==> src/hw/rtl/gbb_pkg.sv <==
// ----------------------------------------------------------------------------
// Glyph bitmap blitter package
// Shared widths, codes and the structs that travel between the front end,
// the job queue and the pixel back end.
// ----------------------------------------------------------------------------
`default_nettype none

package gbb_pkg;

    // Field widths.
    localparam int COORD_BITS = 12;
    localparam int DIM_BITS   = 8;
    localparam int QUEUE_DEPTH = 4;
    localparam int QUEUE_PTR_BITS = 2;
    localparam int CFG_INDEX_BITS = 3;

    // Configuration register indexes.
    localparam logic [CFG_INDEX_BITS-1:0] CFG_FRAME_BASE  = 3'd0;
    localparam logic [CFG_INDEX_BITS-1:0] CFG_LINE_BYTES  = 3'd1;
    localparam logic [CFG_INDEX_BITS-1:0] CFG_PIXEL_FMT   = 3'd2;
    localparam logic [CFG_INDEX_BITS-1:0] CFG_FOREGROUND  = 3'd3;
    localparam logic [CFG_INDEX_BITS-1:0] CFG_BACKGROUND  = 3'd4;

    // Framebuffer pixel formats.
    localparam logic [1:0] PIX_8BPP   = 2'd0;
    localparam logic [1:0] PIX_RGB565 = 2'd1;
    localparam logic [1:0] PIX_32BPP  = 2'd2;
    localparam logic [1:0] PIX_BAD    = 2'd3;

    // Item kinds.
    localparam logic MODE_START = 1'b0;
    localparam logic MODE_DATA  = 1'b1;

    // Register reset values.
    localparam logic [23:0] FG_RESET = 24'hffffff;

    typedef struct packed {
        logic [31:0] frame_base;
        logic [15:0] line_bytes;
        logic [1:0]  pixel_format;
        logic [23:0] foreground;
        logic [23:0] background;
    } t_cfg;

    typedef struct packed {
        logic                  mode;
        logic [COORD_BITS-1:0] x_left;
        logic [COORD_BITS-1:0] y_top;
        logic [DIM_BITS-1:0]   glyph_width;
        logic [DIM_BITS-1:0]   glyph_height;
        logic [DIM_BITS-1:0]   row_pitch;
        logic                  glyph_eight_bit;
        logic [7:0]            data_byte;
    } t_item;

    // One queued job: up to eight pixels on one glyph row, or one error.
    typedef struct packed {
        logic                  err;
        logic                  use_bg;
        logic [7:0]            mask;
        logic [COORD_BITS-1:0] col0;
        logic [31:0]           row_addr;
    } t_job;

    typedef struct packed {
        logic [31:0] write_address;
        logic [31:0] write_data;
        logic [2:0]  write_bytes;
        logic        error;
        logic        last;
    } t_result;

endpackage

`default_nettype wire

==> src/hw/rtl/gbb_front.sv <==
// ----------------------------------------------------------------------------
// Glyph blitter front end
// Tracks the glyph cursor, turns each pixel-writing byte into one job with a
// column mask and a precomputed row address, and ends glyphs on error.
// ----------------------------------------------------------------------------
`default_nettype none

module gbb_front (
    input  wire logic          i_clk,
    input  wire logic          i_rst_n,
    input  wire logic          i_accept,
    input  wire gbb_pkg::t_item i_item,
    input  wire gbb_pkg::t_cfg  i_cfg,
    output logic               o_push,
    output gbb_pkg::t_job      o_job
);

    localparam int CW = gbb_pkg::COORD_BITS;
    localparam int DW = gbb_pkg::DIM_BITS;

    logic [CW-1:0] r_glyph_left, n_glyph_left;
    logic [CW-1:0] r_cursor_x, n_cursor_x;
    logic [CW-1:0] r_cursor_y, n_cursor_y;
    logic [DW-1:0] r_width, n_width;
    logic [DW-1:0] r_rows, n_rows;
    logic [DW-1:0] r_pitch, n_pitch;
    logic [DW-1:0] r_bir, n_bir;
    logic          r_fmt, n_fmt;
    logic          r_active, n_active;

    logic [DW:0]     w_row_bytes;
    logic [DW:0]     w_span;
    logic [DW-1:0]   w_bir_inc;
    logic [DW+2:0]   w_first;
    logic [DW+2:0]   w_first8;
    logic [DW+2:0]   w_width_ext;
    logic [DW+2:0]   w_cols_left;
    logic [DW+2:0]   w_stop;
    logic            w_in_row;
    logic [7:0]      w_mask;
    logic [7:0]      w_bits;
    logic [CW+15:0]  w_row_off;
    logic            w_bad_fmt;
    logic            w_end_row;
    logic [DW-1:0]   w_rows_dec;

    // Row geometry of a one-bit glyph.
    assign w_row_bytes = ({1'b0, r_width} + (DW+1)'(7)) >> 3;
    assign w_span      = ({1'b0, r_pitch} > w_row_bytes) ? {1'b0, r_pitch} : w_row_bytes;
    assign w_bir_inc   = r_bir + DW'(1);
    assign w_in_row    = {1'b0, r_bir} < w_row_bytes;
    assign w_first     = {r_bir, 3'b000};
    assign w_first8    = w_first + (DW+3)'(8);
    assign w_width_ext = (DW+3)'(r_width);
    assign w_cols_left = w_width_ext - w_first;
    assign w_stop      = (w_first8 > w_width_ext) ? w_width_ext : w_first8;

    // Columns of this byte that fall inside the glyph, MSB first.
    assign w_mask = (w_cols_left >= (DW+3)'(8)) ? 8'hff : ~(8'hff >> w_cols_left[2:0]);
    assign w_bits = i_item.data_byte & w_mask;

    // Framebuffer row offset of the current glyph row.
    assign w_row_off  = (CW+16)'(r_cursor_y) * (CW+16)'(i_cfg.line_bytes);
    assign w_bad_fmt  = i_cfg.pixel_format == gbb_pkg::PIX_BAD;
    assign w_rows_dec = r_rows - DW'(1);

    // Next glyph state and the job for this beat.
    always_comb begin
        n_glyph_left = r_glyph_left;
        n_cursor_x   = r_cursor_x;
        n_cursor_y   = r_cursor_y;
        n_width      = r_width;
        n_rows       = r_rows;
        n_pitch      = r_pitch;
        n_bir        = r_bir;
        n_fmt        = r_fmt;
        n_active     = r_active;
        w_end_row    = 1'b0;
        o_push       = 1'b0;
        o_job.err      = 1'b0;
        o_job.use_bg   = 1'b0;
        o_job.mask     = 8'h80;
        o_job.col0     = r_cursor_x;
        o_job.row_addr = i_cfg.frame_base + 32'(w_row_off);

        if (i_accept) begin
            if (i_item.mode == gbb_pkg::MODE_START) begin
                n_glyph_left = i_item.x_left;
                n_cursor_x   = i_item.x_left;
                n_cursor_y   = i_item.y_top;
                n_width      = i_item.glyph_width;
                n_rows       = i_item.glyph_height;
                n_pitch      = i_item.row_pitch;
                n_fmt        = i_item.glyph_eight_bit;
                n_bir        = '0;
                n_active     = (i_item.glyph_width != '0) && (i_item.glyph_height != '0);
            end else if (r_active) begin
                if (r_fmt) begin
                    // Eight-bit glyph: one pixel per byte.
                    o_push = 1'b1;
                    if (w_bad_fmt) begin
                        o_job.err = 1'b1;
                        n_active  = 1'b0;
                    end else begin
                        o_job.use_bg = (i_item.data_byte == 8'h00);
                        n_bir        = w_bir_inc;
                        n_cursor_x   = r_cursor_x + CW'(1);
                        w_end_row    = w_bir_inc >= r_width;
                    end
                end else if (w_in_row && (w_bits != 8'h00) && w_bad_fmt) begin
                    // One-bit byte that would write a pixel on a bad depth.
                    o_push    = 1'b1;
                    o_job.err = 1'b1;
                    n_active  = 1'b0;
                end else begin
                    if (w_in_row) begin
                        o_push     = w_bits != 8'h00;
                        o_job.mask = w_bits;
                        o_job.col0 = r_glyph_left + CW'(w_first);
                        n_cursor_x = r_glyph_left + CW'(w_stop);
                    end
                    n_bir     = w_bir_inc;
                    w_end_row = {1'b0, w_bir_inc} >= w_span;
                end
                if (w_end_row) begin
                    n_bir      = '0;
                    n_cursor_x = r_glyph_left;
                    n_cursor_y = r_cursor_y + CW'(1);
                    n_rows     = w_rows_dec;
                    n_active   = w_rows_dec != '0;
                end
            end
        end
    end

    // Glyph state registers.
    always_ff @(posedge i_clk) begin
        if (!i_rst_n) begin
            r_glyph_left <= '0;
            r_cursor_x   <= '0;
            r_cursor_y   <= '0;
            r_width      <= '0;
            r_rows       <= '0;
            r_pitch      <= '0;
            r_bir        <= '0;
            r_fmt        <= 1'b0;
            r_active     <= 1'b0;
        end else begin
            r_glyph_left <= n_glyph_left;
            r_cursor_x   <= n_cursor_x;
            r_cursor_y   <= n_cursor_y;
            r_width      <= n_width;
            r_rows       <= n_rows;
            r_pitch      <= n_pitch;
            r_bir        <= n_bir;
            r_fmt        <= n_fmt;
            r_active     <= n_active;
        end
    end

endmodule

`default_nettype wire

==> src/hw/rtl/gbb_queue.sv <==
// ----------------------------------------------------------------------------
// Glyph blitter job queue
// Small FIFO of pixel jobs between the front end and the back end.
// ----------------------------------------------------------------------------
`default_nettype none

module gbb_queue (
    input  wire logic          i_clk,
    input  wire logic          i_rst_n,
    input  wire logic          i_push,
    input  wire gbb_pkg::t_job  i_job,
    input  wire logic          i_pop,
    output logic               o_full,
    output logic               o_nonempty,
    output gbb_pkg::t_job      o_head
);

    localparam int PW = gbb_pkg::QUEUE_PTR_BITS;
    localparam int DEPTH = gbb_pkg::QUEUE_DEPTH;

    gbb_pkg::t_job r_mem [DEPTH];
    logic [PW-1:0] r_wr_ptr, n_wr_ptr;
    logic [PW-1:0] r_rd_ptr, n_rd_ptr;
    logic [PW:0]   r_count, n_count;

    assign o_full     = r_count == (PW+1)'(DEPTH);
    assign o_nonempty = r_count != '0;
    assign o_head     = r_mem[r_rd_ptr];

    // Pointer and fill count update.
    always_comb begin
        n_wr_ptr = i_push ? r_wr_ptr + PW'(1) : r_wr_ptr;
        n_rd_ptr = i_pop  ? r_rd_ptr + PW'(1) : r_rd_ptr;
        n_count  = r_count;
        if (i_push && !i_pop) begin
            n_count = r_count + (PW+1)'(1);
        end else if (!i_push && i_pop) begin
            n_count = r_count - (PW+1)'(1);
        end
    end

    always_ff @(posedge i_clk) begin
        if (!i_rst_n) begin
            r_wr_ptr <= '0;
            r_rd_ptr <= '0;
            r_count  <= '0;
        end else begin
            r_wr_ptr <= n_wr_ptr;
            r_rd_ptr <= n_rd_ptr;
            r_count  <= n_count;
        end
    end

    // Entry storage.
    always_ff @(posedge i_clk) begin
        if (i_push) begin
            r_mem[r_wr_ptr] <= i_job;
        end
    end

endmodule

`default_nettype wire

==> src/hw/rtl/gbb_back.sv <==
// ----------------------------------------------------------------------------
// Glyph blitter back end
// Walks the set bits of the head job one per cycle unless the output stalls,
// packs the color and forms the pixel address into a registered output beat.
// ----------------------------------------------------------------------------
`default_nettype none

module gbb_back (
    input  wire logic          i_clk,
    input  wire logic          i_rst_n,
    input  wire gbb_pkg::t_cfg  i_cfg,
    input  wire logic          i_head_valid,
    input  wire gbb_pkg::t_job  i_head,
    output logic               o_pop,
    input  wire logic          i_stall,
    output logic               o_valid,
    output gbb_pkg::t_result   o_result
);

    localparam int CW = gbb_pkg::COORD_BITS;

    logic             r_loaded, n_loaded;
    logic [7:0]       r_rem, n_rem;
    logic             r_out_valid, n_out_valid;
    gbb_pkg::t_result r_out, n_out;

    logic [7:0]    w_rem;
    logic [2:0]    w_k;
    logic [7:0]    w_new_rem;
    logic          w_emit;
    logic [CW-1:0] w_col;
    logic [23:0]   w_color;
    logic [1:0]    w_shift;
    logic [2:0]    w_size;
    logic [31:0]   w_data;
    logic [31:0]   w_col_off;

    assign w_rem  = r_loaded ? r_rem : i_head.mask;
    assign w_emit = i_head_valid && (!r_out_valid || !i_stall);

    // Leftmost remaining pixel of the job.
    always_comb begin
        w_k = 3'd0;
        for (int i = 7; i >= 0; i--) begin
            if (w_rem[7-i]) begin
                w_k = 3'(i);
            end
        end
    end

    assign w_new_rem = w_rem & ~(8'h80 >> w_k);
    assign w_col     = i_head.col0 + CW'(w_k);
    assign w_color   = i_head.use_bg ? i_cfg.background : i_cfg.foreground;

    // Pixel packing for the framebuffer depth.
    always_comb begin
        unique case (i_cfg.pixel_format)
            gbb_pkg::PIX_8BPP: begin
                w_shift = 2'd0;
                w_size  = 3'd1;
                w_data  = {24'h0, w_color[7:0]};
            end
            gbb_pkg::PIX_RGB565: begin
                w_shift = 2'd1;
                w_size  = 3'd2;
                w_data  = {16'h0, w_color[23:19], w_color[15:10], w_color[7:3]};
            end
            gbb_pkg::PIX_32BPP: begin
                w_shift = 2'd2;
                w_size  = 3'd4;
                w_data  = {8'h0, w_color};
            end
            default: begin
                w_shift = 2'd0;
                w_size  = 3'd0;
                w_data  = 32'h0;
            end
        endcase
    end

    assign w_col_off = 32'(w_col) << w_shift;

    // Next output beat and job progress.
    always_comb begin
        o_pop       = 1'b0;
        n_loaded    = r_loaded;
        n_rem       = r_rem;
        n_out       = r_out;
        n_out_valid = r_out_valid && i_stall;
        if (w_emit) begin
            n_out_valid = 1'b1;
            if (i_head.err) begin
                n_out.write_address = 32'h0;
                n_out.write_data    = 32'h0;
                n_out.write_bytes   = 3'd0;
                n_out.error         = 1'b1;
                n_out.last          = 1'b1;
                o_pop               = 1'b1;
                n_loaded            = 1'b0;
            end else begin
                n_out.write_address = i_head.row_addr + w_col_off;
                n_out.write_data    = w_data;
                n_out.write_bytes   = w_size;
                n_out.error         = 1'b0;
                n_out.last          = w_new_rem == 8'h00;
                o_pop               = w_new_rem == 8'h00;
                n_loaded            = w_new_rem != 8'h00;
                n_rem               = w_new_rem;
            end
        end
    end

    always_ff @(posedge i_clk) begin
        if (!i_rst_n) begin
            r_loaded    <= 1'b0;
            r_out_valid <= 1'b0;
        end else begin
            r_loaded    <= n_loaded;
            r_out_valid <= n_out_valid;
        end
    end

    // Payload registers.
    always_ff @(posedge i_clk) begin
        r_rem <= n_rem;
        r_out <= n_out;
    end

    assign o_valid  = r_out_valid;
    assign o_result = r_out;

endmodule

`default_nettype wire

==> src/hw/rtl/glyph_bitmap_blitter.sv <==
// ----------------------------------------------------------------------------
// Glyph bitmap blitter
// Draws font glyphs into a framebuffer as a stream of pixel writes.
// ----------------------------------------------------------------------------
// A start beat (i_mode low) latches glyph position, size, pitch and format;
// data beats then carry the bitmap bytes. Each output beat is one pixel
// write (address, packed data, byte count) or one error beat when the
// framebuffer depth is unsupported; o_last marks the final write of a byte.
// Input beats are taken while o_stall is low; o_stall rises only when the
// four-entry job queue is full. Output beats are held in a register until
// taken while i_stall is low, and the input side keeps flowing meanwhile.
// A byte's writes pass through the job queue and the output register. Pixel
// writes issue one per cycle unless the output stalls: one per set pixel of
// a one-bit byte (up to eight), one per eight-bit byte; start beats and
// bytes that write nothing queue no job. Configuration registers are written
// through i_cfg_we, i_cfg_index and i_cfg_data; the user must do so only
// while the block is idle, which it does not enforce. Reset clears the glyph
// state, empties the queue and output register and loads the register reset values.
// ----------------------------------------------------------------------------
`default_nettype none

module glyph_bitmap_blitter (
    input  wire logic        i_clk,
    input  wire logic        i_rst_n,
    // Configuration port
    input  wire logic        i_cfg_we,
    input  wire logic [2:0]  i_cfg_index,
    input  wire logic [31:0] i_cfg_data,
    // Input channel
    input  wire logic        i_valid,
    output logic             o_stall,
    input  wire logic        i_mode,
    input  wire logic [11:0] i_x_left,
    input  wire logic [11:0] i_y_top,
    input  wire logic [7:0]  i_glyph_width,
    input  wire logic [7:0]  i_glyph_height,
    input  wire logic [7:0]  i_row_pitch,
    input  wire logic        i_glyph_eight_bit,
    input  wire logic [7:0]  i_data_byte,
    // Output channel
    output logic             o_valid,
    input  wire logic        i_stall,
    output logic [31:0]      o_write_address,
    output logic [31:0]      o_write_data,
    output logic [2:0]       o_write_bytes,
    output logic             o_error,
    output logic             o_last
);

    gbb_pkg::t_cfg    r_cfg;
    gbb_pkg::t_item   w_item;
    gbb_pkg::t_job    w_job;
    gbb_pkg::t_job    w_head;
    gbb_pkg::t_result w_result;
    logic             w_accept;
    logic             w_push;
    logic             w_pop;
    logic             w_full;
    logic             w_nonempty;

    // Configuration registers.
    always_ff @(posedge i_clk) begin
        if (!i_rst_n) begin
            r_cfg.frame_base   <= 32'h0;
            r_cfg.line_bytes   <= 16'h0;
            r_cfg.pixel_format <= gbb_pkg::PIX_32BPP;
            r_cfg.foreground   <= gbb_pkg::FG_RESET;
            r_cfg.background   <= 24'h0;
        end else if (i_cfg_we) begin
            unique case (i_cfg_index)
                gbb_pkg::CFG_FRAME_BASE: r_cfg.frame_base   <= i_cfg_data;
                gbb_pkg::CFG_LINE_BYTES: r_cfg.line_bytes   <= i_cfg_data[15:0];
                gbb_pkg::CFG_PIXEL_FMT:  r_cfg.pixel_format <= i_cfg_data[1:0];
                gbb_pkg::CFG_FOREGROUND: r_cfg.foreground   <= i_cfg_data[23:0];
                gbb_pkg::CFG_BACKGROUND: r_cfg.background   <= i_cfg_data[23:0];
                default: ;
            endcase
        end
    end

    // Input beat handshake and payload.
    assign o_stall  = w_full;
    assign w_accept = i_valid && !w_full;

    assign w_item.mode            = i_mode;
    assign w_item.x_left          = i_x_left;
    assign w_item.y_top           = i_y_top;
    assign w_item.glyph_width     = i_glyph_width;
    assign w_item.glyph_height    = i_glyph_height;
    assign w_item.row_pitch       = i_row_pitch;
    assign w_item.glyph_eight_bit = i_glyph_eight_bit;
    assign w_item.data_byte       = i_data_byte;

    gbb_front u_front (
        .i_clk    (i_clk),
        .i_rst_n  (i_rst_n),
        .i_accept (w_accept),
        .i_item   (w_item),
        .i_cfg    (r_cfg),
        .o_push   (w_push),
        .o_job    (w_job)
    );

    gbb_queue u_queue (
        .i_clk      (i_clk),
        .i_rst_n    (i_rst_n),
        .i_push     (w_push),
        .i_job      (w_job),
        .i_pop      (w_pop),
        .o_full     (w_full),
        .o_nonempty (w_nonempty),
        .o_head     (w_head)
    );

    gbb_back u_back (
        .i_clk        (i_clk),
        .i_rst_n      (i_rst_n),
        .i_cfg        (r_cfg),
        .i_head_valid (w_nonempty),
        .i_head       (w_head),
        .o_pop        (w_pop),
        .i_stall      (i_stall),
        .o_valid      (o_valid),
        .o_result     (w_result)
    );

    // Output beat payload.
    assign o_write_address = w_result.write_address;
    assign o_write_data    = w_result.write_data;
    assign o_write_bytes   = w_result.write_bytes;
    assign o_error         = w_result.error;
    assign o_last          = w_result.last;

endmodule

`default_nettype wire

==> config.mk <==
export PLATFORM = sky130hd
export DESIGN_NAME = glyph_bitmap_blitter
export DESIGN_NICKNAME = d
export VERILOG_FILES = /design/src/hw/rtl/gbb_pkg.sv /design/src/hw/rtl/gbb_front.sv /design/src/hw/rtl/gbb_queue.sv /design/src/hw/rtl/gbb_back.sv /design/src/hw/rtl/glyph_bitmap_blitter.sv
export SDC_FILE = /design/constraint.sdc
export NUM_CORES = 1
export LEC_CHECK = 0
export ABC_AREA = 0
export BUFFER_PORTS_ARGS = -buffer_cell sky130_fd_sc_hd__buf_4
export CORE_ASPECT_RATIO = 0.8
export CORE_MARGIN = 3
export CORE_UTILIZATION = 62
export DETAILED_ROUTE_END_ITERATION = 16
export PLACE_DENSITY_LB_ADDON = 0.2
export SYNTH_ARGS = -nofsm -noshare
export SYNTH_HDL_FRONTEND = slang
export SYNTH_SLANG_ARGS = --single-unit
==> constraint.sdc <==
create_clock -name i_clk -period 8.1 [get_ports i_clk]
set_input_delay 1.215 -clock i_clk [delete_from_list [all_inputs] [get_ports i_clk]]
set_output_delay 1.215 -clock i_clk [all_outputs]
set_load 0.03 [all_outputs]
==> results.py <==
metrics = {
    "setup_path": {
        "arrival_ns": 7.00,
        "crit_type": "reg2reg",
        "rr_startpoint": "u_front.r_cursor_y[0]$_SDFFE_PN0P_",
        "required_ns": 8.43,
        "path_cells": "nand2_1, fa_1, inv_1, fa_1, inv_1, fa_1, inv_1, ha_1, inv_1, fa_1, inv_1, ha_1, a2111oi_0, o21ai_0, a221oi_1, nor3_1, nor4_1, o21a_1, xnor2_1",
        "path_max_fanout": 20,
        "cp-start-kind": "flop",
        "max_stage_delay_ns": 0.80,
        "worst_path_most_repeated_cell": "inv_1",
        "worst_setup_path_end_kind": "flop",
        "slowest_stage": "dfxtp_1",
        "crit_path_start": "u_front.r_cursor_y[0]$_SDFFE_PN0P_",
    },
    "routing": {
        "wl_per_cell_um": 20.7,
        "wirelength_um": 74700,
        "drc": 0,
        "vias": 21878,
        "vias_per_cell": 6.06,
        "dr.pass1.iters": 6,
        "ant_nets": 0,
        "drt_iter0_drc": 2330,
    },
    "synthesis": {
        "ys_seq_area_frac": 0.411,
        "synth-async-reset-ratio": 0,
        "yosys-top-cells-area": "edfxtp_1 29%, dfxtp_1 12%, fa_1 12%",
        "synth_edf_count": 285,
        "synth.avg_cell_area_um2": 10.3,
        "netlist_top_cells_count": "504 x nand2_1, 285 x edfxtp_1, 283 x inv_1",
        "synth_top_cell_area_share": 0.290,
        "synth-seq-cells": 464,
        "yosys.area.top_type": "edfxtp_1",
        "syn_area_um2": 29600,
        "ys_types": 97,
        "yosysMostFrequentCell": "nand2_1",
        "yosysWarnings": 0,
        "ys.flop_type": "edfxtp_1",
        "postSynthCellCount": 2877,
    },
    "sta": {
        "fin_setup_tns_ns": 0,
        "rsz0062_at_grt": "no",
        "slew_headroom": 0.247,
        "min_period_over_period": 0.823,
        "finClkSkew_ns": 0.0345,
        "fin_crit_ns": 6.67,
        "fmax_mhz": 150,
        "hold_viol": 0,
        "slew_violations": 0,
        "worst_pin_slew_ns": 1.13,
        "setup_viol": 0,
    },
    "clocking": {
        "cts_resized": 0,
        "clkTransAtPathRegs_ns": 0.06,
        "cts_setup_buffers": 0,
        "clockBufferDepth": 3,
        "clockRootBuffer": "clkbuf_16",
        "clk-insertion-delay-late_ns": 0.61,
        "cts_tree": "done",
        "cts_htree_levels": 2,
        "clock-sinks": 464,
        "cts_inserted_buffers": 46,
        "cts_hold_buf": 0,
    },
    "die": {
        "core_area_um2": 46400,
        "io_pins": 169,
        "fp.dieH_um": 201,
        "dieArea_um2": 50300,
        "std_cell_rows": 70,
        "die_w_um": 250,
        "initial_core_util": 0.637,
    },
    "min_path": {
        "min_path_type": "reg2reg",
        "min_from": "r_cfg[6]$_SDFFE_PN0P_",
    },
    "cells_and_area": {
        "fill_cells": 3311,
        "utilization": 0.700,
        "syn_to_final_growth_pct": 9.94,
        "drive_above_1_share": 0.126,
        "fin_nets": 3380,
    },
    "power": {
        "powerDensity_nw_per_um2": 229,
        "p_leak_nw": 13.0,
        "ir_worst_vdd_mv": 0.277,
    },
    "global_routing": {
        "grt_max_degree": 78,
        "antenna_found_initial": 2,
        "gr-total-overflow": 0,
        "grt_pass1_vias": 21505,
        "grt_pass1_wl_um": 118000,
        "track_usage": 0.295,
    },
    "place": {
        "gp_congestion": 0.910,
        "dp_hpwl_um": 54300,
        "portBuffers": 160,
    },
    "run": {
        "cap_violations": 0,
    },
    "run_status": {
        "status": "completed",
    },
}
-- area by class of cell --
class / count / area [um^2] / area share
timing repair buffer: 178 / 1340 / 0.0411
antenna: 2 / 5.00 / 0.000154
inverter: 284 / 1070 / 0.0329
sequential: 464 / 12100 / 0.374
tap: 612 / 766 / 0.0236
clock buffer: 56 / 1210 / 0.0373
multi-input combinational: 1984 / 15700 / 0.483
clock inverter: 29 / 255 / 0.00786
-- critical path, delay by kind of cell (launching register included) --
| family | cells | cell delay [ns] |
|---|---|---|
| buffers and inverters | 5 | 0.25 |
| adder cells (fa/ha/maj) | 6 | 2.64 |
| flip-flops | 1 | 0.80 |
| XOR/XNOR | 1 | 0.28 |
| AND/OR/NAND/NOR | 3 | 0.82 |
| AO/OA/AOI/OAI | 4 | 1.63 |
-- cell usage in the layout, fill, tap and decap left out, types with 46 or more instances in the layout --
cell type and n:
ha_1 151, dfxtp_1 177, nor2_1 126, clkbuf_16 46, fa_1 173, edfxtp_1 285, a21oi_1 201, inv_1 282
buf_4 178, and2_1 82, mux4_2 54, o21ai_0 56, nand2_1 504, nand3_1 64, xnor2_1 67
-- state kept, by name (all words and copies together), names as in the netlist, named ones only --
signal and flops:
u_front.r_cursor_y 12, u_back.o_result 61, u_queue.r_rd_ptr 2, u_back.r_rem 8, u_back.r_loaded 1, u_front.r_fmt 1
u_queue.r_count 3, u_back.o_valid 1, u_front.r_active 1, r_cfg 98, u_queue.r_wr_ptr 2, u_front.r_glyph_left 12
u_front.r_width 8, u_queue.r_mem 216, u_front.r_rows 8, u_front.r_cursor_x 12, u_front.r_pitch 8, u_front.r_bir 8
-- power breakdown --
part	switching (mW)	internal (mW)
clock network	0.953	1.15
logic	1.40	0.903
registers	0.181	2.84
-- final timing paths --
kind | slack, ns | to | cells past startpoint
max | 1.43 | u_queue.r_mem[3][28]$_DFFE_PP_ | 19
min | 0.45 | r_cfg[6]$_SDFFE_PN0P_ | 2
max reg2reg | 1.43 | u_queue.r_mem[3][28]$_DFFE_PP_ | 19
min reg2reg | 0.45 | r_cfg[6]$_SDFFE_PN0P_ | 2
-- cell families after synthesis --
| logic type | after synthesis | synth area share |
|---|---|---|
| adder cells (fa/ha/maj) | 329 | 0.183 |
| XOR/XNOR | 104 | 0.0311 |
| AND/OR/NAND/NOR | 940 | 0.143 |
| multiplexers | 120 | 0.0645 |
| buffers and inverters | 441 | 0.0606 |
| AO/OA/AOI/OAI | 478 | 0.106 |
| flip-flops | 464 | 0.411 |
| other | 1 | 0.000127 |
-- per-stage QoR --
stage | worst slack (ns) | std cells | area (um^2) | hold WS [ns] | total power [mW]
2_1_floorplan | 1.62 | 2889 | 29600 | 0.436 | 4.73
3_3_place_gp | 1.64 | 3522 | 31000 | 0.441 | 5.30
3_5_place_dp | 1.49 | 3522 | 31000 | 0.446 | 5.35
4_1_cts | 1.44 | 3607 | 32500 | 0.455 | 7.45
5_1_grt | 0.933 | 3609 | 32500 | 0.474 | 7.78
6_report | 1.43 | 3609 | 32500 | 0.454 | 7.43
-- per-layer routing --
metal,GRT usage,up-vias,part of all wire,routed length [um]
met5,0,-,0,0
met4,0.0708,0,0.019,1420
met3,0.0522,104,0.092,6880
met2,0.453,1006,0.45,33600
met1,0.441,10762,0.44,32800
li1,-,10006,-,-
Note: power is estimated with default switching activity, not from simulation.
